**src/hbl_pkg.sv**
```systemverilog
`default_nettype none

package hbl_pkg;

   localparam int ID_W    = 31;
   localparam int MISS_W  = 4;
   localparam int CMD_W   = 2;
   localparam int STAT_W  = 2;

   localparam logic [MISS_W-1:0] MISS_MAX           = 4'd15;
   localparam logic [MISS_W-1:0] DEFAULT_MISS_LIMIT = 4'd3;

   // command codes (req_tuser)
   localparam logic [CMD_W-1:0] CMD_REGISTER  = 2'd0;
   localparam logic [CMD_W-1:0] CMD_HEARTBEAT = 2'd1;
   localparam logic [CMD_W-1:0] CMD_TICK      = 2'd2;

   // status codes (rsp_tuser[1:0])
   localparam logic [STAT_W-1:0] STAT_OK        = 2'd0;
   localparam logic [STAT_W-1:0] STAT_FULL      = 2'd1;
   localparam logic [STAT_W-1:0] STAT_DUPLICATE = 2'd2;
   localparam logic [STAT_W-1:0] STAT_NOT_FOUND = 2'd3;

   // one table entry as held by a cell
   typedef struct packed {
      logic              valid;
      logic              alive;
      logic [MISS_W-1:0] misses;
      logic [ID_W-1:0]   id;
   } entry_type;

   // ring control from the sequencer to the chain
   typedef struct packed {
      logic      shift;
      entry_type tail;
   } ring_ctl_type;

endpackage

`default_nettype wire

```
**src/hbl_cell.sv**
```systemverilog
`default_nettype none

module hbl_cell (
   input  wire                     clock,
   input  wire                     reset,
   input  wire                     shift,
   input  wire hbl_pkg::entry_type d,
   output hbl_pkg::entry_type      q
);
   import hbl_pkg::*;

   entry_type entry_ff;

   // flags and counter are cleared by reset, the id is plain payload
   always_ff @(posedge clock) begin
      if (reset) begin
         entry_ff.valid  <= 1'b0;
         entry_ff.alive  <= 1'b0;
         entry_ff.misses <= '0;
      end else if (shift) begin
         entry_ff.valid  <= d.valid;
         entry_ff.alive  <= d.alive;
         entry_ff.misses <= d.misses;
      end
      if (shift) begin
         entry_ff.id <= d.id;
      end
   end

   assign q = entry_ff;

endmodule

`default_nettype wire

```
**src/hbl_ctrl.sv**
```systemverilog
`default_nettype none

module hbl_ctrl #(
   parameter int TABLE_ENTRIES = 64
) (
   input  wire                     clock,
   input  wire                     reset,
   // command words
   input  wire                     req_tvalid,
   output logic                    req_tready,
   input  wire  [1:0]              req_tuser,
   input  wire  [31:0]             req_tdata,
   // result words
   output logic                    rsp_tvalid,
   input  wire                     rsp_tready,
   output logic [2:0]              rsp_tuser,
   output logic [31:0]             rsp_tdata,
   output logic                    rsp_tlast,
   // miss limit register
   input  wire                     csr_wr_en,
   input  wire  [3:0]              csr_wr_data,
   // ring of cells
   input  wire hbl_pkg::entry_type head,
   output hbl_pkg::ring_ctl_type   ring
);
   import hbl_pkg::*;

   localparam int IDX_W = $clog2(TABLE_ENTRIES);
   localparam logic [IDX_W-1:0] LAST_IDX = IDX_W'(TABLE_ENTRIES - 1);

   typedef enum logic [2:0] {
      ST_IDLE,
      ST_SCAN,
      ST_INSERT,
      ST_HB,
      ST_TICK,
      ST_FINAL
   } state_type;

   state_type         state_ff, state_in;
   logic [IDX_W-1:0]  idx_ff, idx_in;
   logic [IDX_W-1:0]  free_idx_ff, free_idx_in;
   logic              free_found_ff, free_found_in;
   logic              dup_ff, dup_in;
   logic              hit_ff, hit_in;
   logic              pend_ff, pend_in;
   logic [ID_W-1:0]   pend_id_ff, pend_id_in;
   logic [ID_W-1:0]   cmd_id_ff, cmd_id_in;
   logic [STAT_W-1:0] fin_status_ff, fin_status_in;
   logic [MISS_W-1:0] miss_limit_ff, miss_limit_in;

   logic              rsp_valid_ff, rsp_valid_in;
   logic [STAT_W-1:0] rsp_status_ff, rsp_status_in;
   logic              rsp_rv_ff, rsp_rv_in;
   logic [ID_W-1:0]   rsp_id_ff, rsp_id_in;
   logic              rsp_last_ff, rsp_last_in;

   logic              out_free;
   logic              pass_end;
   logic              id_match;
   logic [MISS_W-1:0] miss_next;
   logic              remove;
   logic              load;
   logic [STAT_W-1:0] ld_status;
   logic              ld_rv;
   logic [ID_W-1:0]   ld_id;
   logic              ld_last;

   assign out_free  = !rsp_valid_ff || rsp_tready;
   assign pass_end  = (idx_ff == LAST_IDX);
   assign id_match  = head.valid && (head.id == cmd_id_ff);
   assign miss_next = (head.misses != MISS_MAX) ? head.misses + 4'd1 : MISS_MAX;
   assign remove    = head.valid && !head.alive && (miss_next >= miss_limit_ff);

   // sequencer: one pass rotates the whole ring past the head cell
   always_comb begin
      state_in      = state_ff;
      idx_in        = idx_ff;
      free_idx_in   = free_idx_ff;
      free_found_in = free_found_ff;
      dup_in        = dup_ff;
      hit_in        = hit_ff;
      pend_in       = pend_ff;
      pend_id_in    = pend_id_ff;
      cmd_id_in     = cmd_id_ff;
      fin_status_in = fin_status_ff;
      miss_limit_in = csr_wr_en ? csr_wr_data : miss_limit_ff;
      ring.shift    = 1'b0;
      ring.tail     = head;
      load          = 1'b0;
      ld_status     = STAT_OK;
      ld_rv         = 1'b0;
      ld_id         = '0;
      ld_last       = 1'b0;

      case (state_ff)
         ST_IDLE: begin
            if (req_tvalid) begin
               cmd_id_in     = req_tdata[ID_W-1:0];
               dup_in        = 1'b0;
               free_found_in = 1'b0;
               hit_in        = 1'b0;
               pend_in       = 1'b0;
               case (req_tuser)
                  CMD_REGISTER:  state_in = ST_SCAN;
                  CMD_HEARTBEAT: state_in = ST_HB;
                  CMD_TICK:      state_in = ST_TICK;
                  default:       state_in = ST_IDLE;
               endcase
            end
         end

         // register, first pass: duplicate check and lowest free slot
         ST_SCAN: begin
            ring.shift = 1'b1;
            if (id_match) begin
               dup_in = 1'b1;
            end
            if (!head.valid && !free_found_ff) begin
               free_found_in = 1'b1;
               free_idx_in   = idx_ff;
            end
            if (pass_end) begin
               if (dup_in) begin
                  fin_status_in = STAT_DUPLICATE;
                  state_in      = ST_FINAL;
               end else if (!free_found_in) begin
                  fin_status_in = STAT_FULL;
                  state_in      = ST_FINAL;
               end else begin
                  state_in = ST_INSERT;
               end
            end
         end

         // register, second pass: write the new entry into the free slot
         ST_INSERT: begin
            ring.shift = 1'b1;
            if (idx_ff == free_idx_ff) begin
               ring.tail.valid  = 1'b1;
               ring.tail.alive  = 1'b1;
               ring.tail.misses = '0;
               ring.tail.id     = cmd_id_ff;
            end
            if (pass_end) begin
               fin_status_in = STAT_OK;
               state_in      = ST_FINAL;
            end
         end

         ST_HB: begin
            ring.shift = 1'b1;
            if (id_match) begin
               ring.tail.alive = 1'b1;
               hit_in          = 1'b1;
            end
            if (pass_end) begin
               fin_status_in = hit_in ? STAT_OK : STAT_NOT_FOUND;
               state_in      = ST_FINAL;
            end
         end

         // tick sweep; a removal is held back one step so the last one gets tlast
         ST_TICK: begin
            if (remove) begin
               if (!pend_ff || out_free) begin
                  ring.shift       = 1'b1;
                  ring.tail.valid  = 1'b0;
                  ring.tail.alive  = 1'b0;
                  ring.tail.misses = '0;
                  if (pend_ff) begin
                     load  = 1'b1;
                     ld_rv = 1'b1;
                     ld_id = pend_id_ff;
                  end
                  pend_in    = 1'b1;
                  pend_id_in = head.id;
               end
            end else begin
               ring.shift = 1'b1;
               if (head.valid && head.alive) begin
                  ring.tail.alive  = 1'b0;
                  ring.tail.misses = '0;
               end else if (head.valid) begin
                  ring.tail.misses = miss_next;
               end
            end
            if (ring.shift && pass_end) begin
               fin_status_in = STAT_OK;
               state_in      = ST_FINAL;
            end
         end

         ST_FINAL: begin
            if (out_free) begin
               load      = 1'b1;
               ld_status = fin_status_ff;
               ld_rv     = pend_ff;
               ld_id     = pend_ff ? pend_id_ff : '0;
               ld_last   = 1'b1;
               pend_in   = 1'b0;
               state_in  = ST_IDLE;
            end
         end

         default: state_in = ST_IDLE;
      endcase

      if (ring.shift) begin
         idx_in = pass_end ? '0 : idx_ff + IDX_W'(1);
      end

      // output register
      rsp_valid_in  = rsp_valid_ff && !rsp_tready;
      rsp_status_in = rsp_status_ff;
      rsp_rv_in     = rsp_rv_ff;
      rsp_id_in     = rsp_id_ff;
      rsp_last_in   = rsp_last_ff;
      if (load) begin
         rsp_valid_in  = 1'b1;
         rsp_status_in = ld_status;
         rsp_rv_in     = ld_rv;
         rsp_id_in     = ld_id;
         rsp_last_in   = ld_last;
      end
   end

   always_ff @(posedge clock) begin
      if (reset) begin
         state_ff      <= ST_IDLE;
         idx_ff        <= '0;
         free_found_ff <= 1'b0;
         dup_ff        <= 1'b0;
         hit_ff        <= 1'b0;
         pend_ff       <= 1'b0;
         miss_limit_ff <= DEFAULT_MISS_LIMIT;
         rsp_valid_ff  <= 1'b0;
      end else begin
         state_ff      <= state_in;
         idx_ff        <= idx_in;
         free_found_ff <= free_found_in;
         dup_ff        <= dup_in;
         hit_ff        <= hit_in;
         pend_ff       <= pend_in;
         miss_limit_ff <= miss_limit_in;
         rsp_valid_ff  <= rsp_valid_in;
      end
      free_idx_ff   <= free_idx_in;
      pend_id_ff    <= pend_id_in;
      cmd_id_ff     <= cmd_id_in;
      fin_status_ff <= fin_status_in;
      rsp_status_ff <= rsp_status_in;
      rsp_rv_ff     <= rsp_rv_in;
      rsp_id_ff     <= rsp_id_in;
      rsp_last_ff   <= rsp_last_in;
   end

   assign req_tready = (state_ff == ST_IDLE);
   assign rsp_tvalid = rsp_valid_ff;
   assign rsp_tuser  = {rsp_rv_ff, rsp_status_ff};
   assign rsp_tdata  = {1'b0, rsp_id_ff};
   assign rsp_tlast  = rsp_last_ff;

   // ring is back in slot order whenever no pass is running
   a_idle_aligned: assert property (@(posedge clock) disable iff (reset)
      (state_ff == ST_IDLE) |-> (idx_ff == '0))
      else $error("ring not realigned at idle");

   // insert only after a clean scan that found a free slot
   a_insert_ok: assert property (@(posedge clock) disable iff (reset)
      (state_ff == ST_INSERT) |-> (!dup_ff && free_found_ff))
      else $error("insert pass without free slot or with duplicate");

   // a held removal only exists within a tick
   a_pend_tick: assert property (@(posedge clock) disable iff (reset)
      pend_ff |-> (state_ff == ST_TICK || state_ff == ST_FINAL))
      else $error("pending removal outside tick");

   // a removal result always reports status ok
   a_removed_ok: assert property (@(posedge clock) disable iff (reset)
      (rsp_valid_ff && rsp_rv_ff) |-> (rsp_status_ff == STAT_OK))
      else $error("removal reported with error status");

   // a real command keeps the input closed for at least the next cycle
   a_busy_after_cmd: assert property (@(posedge clock) disable iff (reset)
      (req_tvalid && req_tready && (req_tuser == CMD_REGISTER || req_tuser == CMD_HEARTBEAT
       || req_tuser == CMD_TICK)) |=> !req_tready)
      else $error("input reopened right after a command");

endmodule

`default_nettype wire

```
**src/heartbeat_liveness_table_unit.sv**
```systemverilog
// Heartbeat liveness table: tracks up to TABLE_ENTRIES client ids.
// Command words arrive on req_*: tuser selects register, heartbeat or tick,
// tdata carries the client id. cmd 3 is taken and dropped with no result.
// Result words leave on rsp_*: tuser holds status and a removed flag,
// tdata the removed id, tlast marks the final word of a command.
// The entries sit in a ring of cells; a heartbeat or tick rotates the ring
// once past a head cell where all compares and updates happen, a register
// once, or twice (duplicate scan, then insert if the id is new and a slot
// is free); one slot a cycle while no tick halts on a held removal.
// The final word is loaded once the last pass ends and the output register
// is free; req_tready rises in the cycle after that word is loaded.
// A tick gives one word per removed entry in slot order, or one empty word.
// Only one command is in flight; req_tready is high while the unit is idle.
// A single output register holds the pending word; when the receiver stalls
// the tick sweep halts at the next removal until that word is taken. Reset
// empties the table and sets the miss limit to 3; the user writes the miss
// limit through csr_wr_en / csr_wr_data while idle, unchecked by the block.
`default_nettype none

module heartbeat_liveness_table_unit #(
   parameter int TABLE_ENTRIES = 64
) (
   input  wire         clock,
   input  wire         reset,
   input  wire         req_tvalid,
   output logic        req_tready,
   input  wire  [1:0]  req_tuser,   // [1:0] cmd
   input  wire  [31:0] req_tdata,   // [30:0] client_id, [31] zero
   output logic        rsp_tvalid,
   input  wire         rsp_tready,
   output logic [2:0]  rsp_tuser,   // [1:0] status, [2] removed_valid
   output logic [31:0] rsp_tdata,   // [30:0] removed_id, [31] zero
   output logic        rsp_tlast,   // last
   input  wire         csr_wr_en,
   input  wire  [3:0]  csr_wr_data  // [3:0] miss_limit
);
   import hbl_pkg::*;

   entry_type    cell_q [TABLE_ENTRIES];
   ring_ctl_type ring;

   // chain of cells, slot 0 at the head, data moves toward lower slots
   for (genvar i = 0; i < TABLE_ENTRIES; i++) begin : g_cell
      if (i == TABLE_ENTRIES - 1) begin : g_tail
         hbl_cell u_cell (
            .clock (clock),
            .reset (reset),
            .shift (ring.shift),
            .d     (ring.tail),
            .q     (cell_q[i])
         );
      end else begin : g_mid
         hbl_cell u_cell (
            .clock (clock),
            .reset (reset),
            .shift (ring.shift),
            .d     (cell_q[i+1]),
            .q     (cell_q[i])
         );
      end
   end

   hbl_ctrl #(
      .TABLE_ENTRIES (TABLE_ENTRIES)
   ) u_ctrl (
      .clock       (clock),
      .reset       (reset),
      .req_tvalid  (req_tvalid),
      .req_tready  (req_tready),
      .req_tuser   (req_tuser),
      .req_tdata   (req_tdata),
      .rsp_tvalid  (rsp_tvalid),
      .rsp_tready  (rsp_tready),
      .rsp_tuser   (rsp_tuser),
      .rsp_tdata   (rsp_tdata),
      .rsp_tlast   (rsp_tlast),
      .csr_wr_en   (csr_wr_en),
      .csr_wr_data (csr_wr_data),
      .head        (cell_q[0]),
      .ring        (ring)
   );

endmodule

`default_nettype wire

```
**config.mk**
```make
export PLATFORM = sky130hd
export DESIGN_NAME = heartbeat_liveness_table_unit
export DESIGN_NICKNAME = d
export VERILOG_FILES = /design/src/hbl_pkg.sv /design/src/hbl_cell.sv /design/src/hbl_ctrl.sv /design/src/heartbeat_liveness_table_unit.sv
export SDC_FILE = /design/constraint.sdc
export NUM_CORES = 2
export LEC_CHECK = 0
export BUFFER_PORTS_ARGS = -buffer_cell sky130_fd_sc_hd__clkbuf_2
export CAP_MARGIN = 20
export CELL_PAD_IN_SITES_DETAIL_PLACEMENT = 1
export CELL_PAD_IN_SITES_GLOBAL_PLACEMENT = 2
export CORE_ASPECT_RATIO = 0.5
export CORE_MARGIN = 10
export CORE_UTILIZATION = 49
export DETAILED_ROUTE_END_ITERATION = 12
export PLACE_DENSITY = 0.88
export SETUP_SLACK_MARGIN = 0.3
export SLEW_MARGIN = 20
export SYNTH_ARGS = -nofsm -noshare
export SYNTH_HDL_FRONTEND = slang
export SYNTH_SLANG_ARGS = --single-unit
export TNS_END_PERCENT = 20
```
**constraint.sdc**
```tcl
create_clock -name clock -period 34.5 [get_ports clock]
set_input_delay 1.725 -clock clock [delete_from_list [all_inputs] [get_ports clock]]
set_output_delay 1.725 -clock clock [all_outputs]
set_load 0.02 [all_outputs]
```
Word-level counts from Yosys, hierarchy flattened
Index checks and enable logic that the tools add are counted.
- bits in registers: 2491
- input port bits: 43
- output and inout bits: 38
- logic and storage cells: 389
- add/sub/neg operators: 2
- order comparisons: 1
- equality and inequality tests: 21
- mux-type cells: 61
- reduce and logical (&&, ||, !) cells: 32
- operator list (cell ; count):
    $mux 31 ; 5
    $pmux 31 s2 ; 1
    $mux 37 ; 1
    $eq 31x31->1 ; 1
    $mux 1 ; 21
    $mux 3 ; 7
    $ne 2x1->1 const B ; 8
    $pmux 3 s5 ; 1
    $mux 2 ; 7
    $pmux 1 s2 ; 7
    $mux 4 ; 3
    $reduce_and 2->1 ; 5
    $reduce_and 5->1 ; 2
    $pmux 3 s3 ; 1
    $pmux 2 s4 ; 1
    $pmux 4 s2 ; 1
    $logic_and 1x1->1 ; 7
    $mux 7 ; 1
    $add 6x1->6 const B ; 1
    $eq 3x2->1 const B ; 2
    $eq 3x3->1 const B ; 2
    $eq 6x6->1 ; 1
    $eq 6x6->1 const B ; 1
    $logic_not 1->1 ; 6
    other kinds (21) ; 24

Logic depth before layout (Yosys ltp)
- depth after elaboration: 9
- gate-level depth with buffers: 15
- gate-level depth less buffers: 12

Hierarchy
Synthesis repeated with hierarchy kept, for this count alone.
- cells, all modules: 3621
- area total of the unflattened synthesis: 78967.0 um2
- modules (own cells, without submodules) (module ; instances ; cells an instance ; area each (um2)):
    hbl_cell ; 64 ; 50 ; 1144.8
    hbl_ctrl ; 1 ; 421 ; 5696.7

Least setup slack after synthesis
OpenSTA, ideal clock, no wires.
- path kind: in2reg
- start: input port rsp_tready
- end: register g_cell[0].g_mid.u_cell.entry_ff, in the netlist g_cell[0].g_mid.u_cell.q[0], enable pin
- library setup time: 1.507 ns
- arrival: 24.900 ns
- required time: 32.993 ns
- slack: 8.093 ns
- stages: 7
- path buffers: 3
- path through: nand3b_1 -> nor2_1 -> a41o_1 -> buf_6 -> clkinv_2 -> buf_6 -> buf_2
- cells in the longest elaborated chain, start to end: 6
- ends and longest elaborated chain (what ; RTL line ; text):
    start: declaration ; heartbeat_liveness_table_unit.sv:30 ; input wire rsp_tready,
    $logic_or 1x1->1 ; hbl_ctrl.sv:69 ; assign out_free = !rsp_valid_ff || rsp_tready;
    $logic_or 1x1->1 ; hbl_ctrl.sv:166 ; if (!pend_ff || out_free) begin
    $mux 7 ; hbl_ctrl.sv:166 ;
    $mux 1 ; hbl_ctrl.sv:165 ; if (remove) begin
    $mux 1 ; hbl_ctrl.sv:96 ; case (state_ff)
    $pmux 1 s2 ; hbl_ctrl.sv:96 ;
    net g_cell[0].g_mid.u_cell.shift ; hbl_cell.sv:6 ; input wire shift,
    end: declaration ; hbl_cell.sv:12 ; entry_type entry_ff;
The timed path passes the listed nets, and every way through them passes these cells. The select of a mux whose other input is x is not followed.
A chain may end at the register's enable or synchronous reset.

Worst setup path in the final report
- start: register g_cell[0].g_mid.u_cell.entry_ff, in the netlist g_cell[0].g_mid.u_cell.q[32]
- end: register g_cell[11].g_mid.u_cell.entry_ff, in the netlist g_cell[11].g_mid.u_cell.q[19], enable pin
- cells in the longest elaborated chain, start to end: 7
- elaborated cells between the ends (all ways): 8
- classes of those cells: add/sub: 1; order compare: 1; eq/ne: 1; mux: 4; reduce/logical: 1
- ends and longest elaborated chain (what ; RTL line ; text):
    $add 4x1->4 / $ne 4x4->1 (equally long branches) ; hbl_ctrl.sv:72 ; assign miss_next = (head.misses != MISS_MAX) ? head.misses + 4'd1 : MISS_MAX;
    $mux 4 (*) ; hbl_ctrl.sv:72 ;
    $ge 4x4->1 (*) ; hbl_ctrl.sv:73 ; assign remove = head.valid && !head.alive && (miss_next >= miss_limit_ff);
    $logic_and 1x1->1 (*) ; hbl_ctrl.sv:73 ;
    $mux 1 (*) ; hbl_ctrl.sv:165 ;
    $mux 1 (*) ; hbl_ctrl.sv:96 ;
    $pmux 1 s2 (*) ; hbl_ctrl.sv:96 ;
    end: declaration ; hbl_cell.sv:12 ;
Mark *: on every way between the ends. The rest lies on a longest branch, timed or not. The select of a mux whose other input is x is not followed.

==> impl_metrics.json <==
{
  "final_cells": 6570,
  "synthesis.nets": 4113,
  "nFillCells": 14293,
  "cts-root-buf": "clkbuf_16",
  "fin_crit_ns": 7.00,
  "design_area_mm2": 0.0881,
  "status": "finished clean",
  "synthMuxAreaShare_pct": 0.493,
  "vdd_drop_max_mv": 0.155,
  "clock_latency_ns": 0.82,
  "hold_violations": 0,
  "ys_top_cells_by_area": "edfxtp_1, dfxtp_1, nand2_1, a21oi_1, a21oi_2",
  "cts_tree": "built",
  "cts_setup_buffers": 0,
  "synth-compound-area-share_pct": 3.38,
  "hpwlAfterDp_mm": 65.1,
  "setup_violations": 0,
  "cp_max_fo": 263,
  "power_frac_comb_pct": 12.1,
  "synth_fa_ha_area_share_pct": 0.0950,
  "whs_ns": 0.369,
  "fin_skew_ns": 0.0669,
  "htree_levels": 4,
  "via_per_inst": 5.05,
  "rr_worst_depth": 14,
  "wirelength_mm": 139,
  "synthCells": 4064,
  "fin_nets": 4275,
  "netSwitchingFraction_pct": 28.3,
  "synth-warning-count": 0,
  "hold-path-cell-count": 0,
  "grt_pass1_vias": 35156,
  "p_switching_uw": 2660,
  "fmax_mhz": 143,
  "dpl.cell_count": 6199,
  "p_int_uw": 6730,
  "fin_setup_tns_ns": 0,
  "synth-seq-cells": 2491,
  "die_area_mm2": 0.179,
  "num_rows": 104,
  "clk_pin_slew_worst_paths_ns": 0.07,
  "rsz0062_at_grt": "false",
  "start_kind": "flip-flop",
  "syn-cell-area_mm2": 0.0790,
  "chipWidth_um": 588,
  "area_growth_pct": 11.5,
  "cts_resized": 0,
  "synth.most_common_cell": "edfxtp_1",
  "synth_edf_count": 2089,
  "crit_required_ns": 34.99,
  "worstHoldPathType": "reg2reg",
  "start_util_pct": 49.2,
  "synth_top_family_by_area": "simple AND/OR/NAND/NOR gates",
  "chipHeight_um": 304,
  "synth.distinct_cells": 61,
  "criticalPathCategory": "reg2reg",
  "port_buffers": 78,
  "async_flop_share_pct": 0,
  "worstPathArrival_ns": 7.50,
  "clkPwrFrac_pct": 24.4,
  "tightest_slew_ns": 1.16,
  "via_count": 33181,
  "yosysSeqAreaShare_pct": 89.6,
  "grt_pass1_wl_mm": 212,
  "synthTopCellsByCount": "edfxtp_1, nand2_1, dfxtp_1",
  "p_seq_share_pct": 63.6,
  "core_mm2": 0.161,
  "synth_xor_area_share_pct": 0.432,
  "period_share_pct": 20.3,
  "clk_path_buf_depth": 3,
  "gp_congestion": 0.775,
  "grt_max_degree": 264,
  "first_iter_violations": 3228,
  "synth_top_cell_by_area": "edfxtp_1",
  "global_route.usage.total_pct": 15.2,
  "antenna_found_initial": 12,
  "pin_count": 81,
  "slew_headroom_pct": 22.7,
  "placed_cell_area_mm2": 0.0816,
  "antenna_left": 0,
  "cts_made_buffers": 196,
  "syn_area_per_cell_um2": 19.4,
  "ctsHoldBuffers": 0,
  "worstSetupEndpointType": "flip-flop",
  "yosysTopAreaCellShare_pct": 79.4,
  "drc": 0,
  "synth-simple-area-share_pct": 4.83,
  "cap_violations": 0,
  "synth_ff_type": "edfxtp_1",
  "powerDensity_mw_per_mm2": 107,
  "final_max_slew_viol_count": 0,
  "routedWlPerCell_um": 21.1,
  "dr.pass1.iters": 5,
  "layout-drive-gt1-share_pct": 14.4,
  "clock-sinks": 2491,
  "gr-total-overflow": 0,
  "leakage_uw": 0.0284
}
==> logic make-up (layout without fill, tap and decap cells) <==
kind of cell,after synthesis,after routing
muxes,35,35
and+or+nand+nor,894,894
AOI/OAI and AO/OA,438,438
DFF,2491,2491
xor gates and xnor gates,39,39
buffers and inverters,160,488
adders and majority gates,6,6
other,1,6
==> power groups by stage <==
stage / registers [uW] / clock network, uW / logic, uW
after floorplan: 7230 / 0 / 835
after CTS: 6030 / 2340 / 1120
final: 5970 / 2290 / 1130
after global placement: 5830 / 0 / 1060
after global routing: 6130 / 2460 / 1260
after detailed placement: 5950 / 0 / 1120
==> metal layers <==
metal | GRT usage (%) | vias to the layer above | wire length (um)
met5 | 0 | - | 10
met4 | 5.91 | 2 | 4650
met3 | 2.62 | 259 | 5910
met2 | 25.6 | 771 | 69900
met1 | 19.8 | 16884 | 58500
li1 | - | 15265 | -
==> critical path, stage by stage (launching register included) <==
cell     delay [ns]
dfxtp_1        0.50
ha_1           0.31
nand3_1        0.13
nand2_1        0.14
inv_1          0.07
ha_1           0.30
nor2b_1        0.19
o21ai_1        0.15
a41o_4         0.48
inv_16         0.71
buf_4          0.85
buf_4          0.87
buf_6          0.73
buf_4          0.45
buf_16         0.34
==> registers in the layout, indices dropped and copies added, names as in the netlist, 3 cells and up <==
name                    count
u_ctrl.pend_id_ff          31
g_cell.g_mid.u_cell.q    2331
u_ctrl.free_idx_ff          6
u_ctrl.cmd_id_ff           31
u_ctrl.state_ff             3
u_ctrl.miss_limit_ff        4
u_ctrl.idx_ff               6
g_cell.g_tail.u_cell.q     37
u_ctrl.rsp_id_ff           31
==> metrics by stage <==
step	total power (uW)	utilization, %	setup slack (ns)
6_report	9390	54.9	27.50
5_1_grt	9850	54.9	26.96
4_1_cts	9490	54.8	27.05
3_5_place_dp	7070	50.8	26.73
3_3_place_gp	6890	50.8	27.04
2_1_floorplan	8060	-	8.09
==> cells in the final DEF, fill, tap and decap left out, types with 7 or more instances in the layout <==
master,n
xor2_1,30
a21oi_2,100
bufinv_16,16
inv_1,13
and2_1,33
clkbuf_16,197
buf_4,15
edfxtp_1,2089
o21ai_0,10
clkbuf_8,10
clkinv_1,40
clkinv_16,10
buf_6,9
dfxtp_1,402
mux2_2,31
nand2_2,100
clkbuf_2,77
nor3_1,7
nor4_1,7
clkbuf_1,41
nor2_1,28
a21oi_1,295
nand2_1,683
xnor2_1,9
clkinv_2,39
nand3_1,10
==> area by class of cell <==
class / instances / area, um2 / share of cell area (%)
sequential: 2491 / 70800 / 80.3
multi-input combinational: 1413 / 7320 / 8.31
clock buffer: 248 / 5220 / 5.93
tap: 2173 / 2720 / 3.09
clock inverter: 116 / 1220 / 1.39
timing repair buffer: 109 / 769 / 0.873
inverter: 15 / 72.6 / 0.0824
antenna: 5 / 12.5 / 0.0142
==> path summary, 6_finish.rpt <==
| kind | to | from | slack, ns |
|---|---|---|---|
| min reg2reg | g_cell[16].g_mid.u_cell.q[1] | g_cell[17].g_mid.u_cell.q[1] | 0.37 |
| max reg2reg | g_cell[11].g_mid.u_cell.q[19] | g_cell[0].g_mid.u_cell.q[32] | 27.50 |
| max | g_cell[11].g_mid.u_cell.q[19] | g_cell[0].g_mid.u_cell.q[32] | 27.50 |
| min | g_cell[16].g_mid.u_cell.q[1] | g_cell[17].g_mid.u_cell.q[1] | 0.37 |
(Power assumes the default switching activity.)
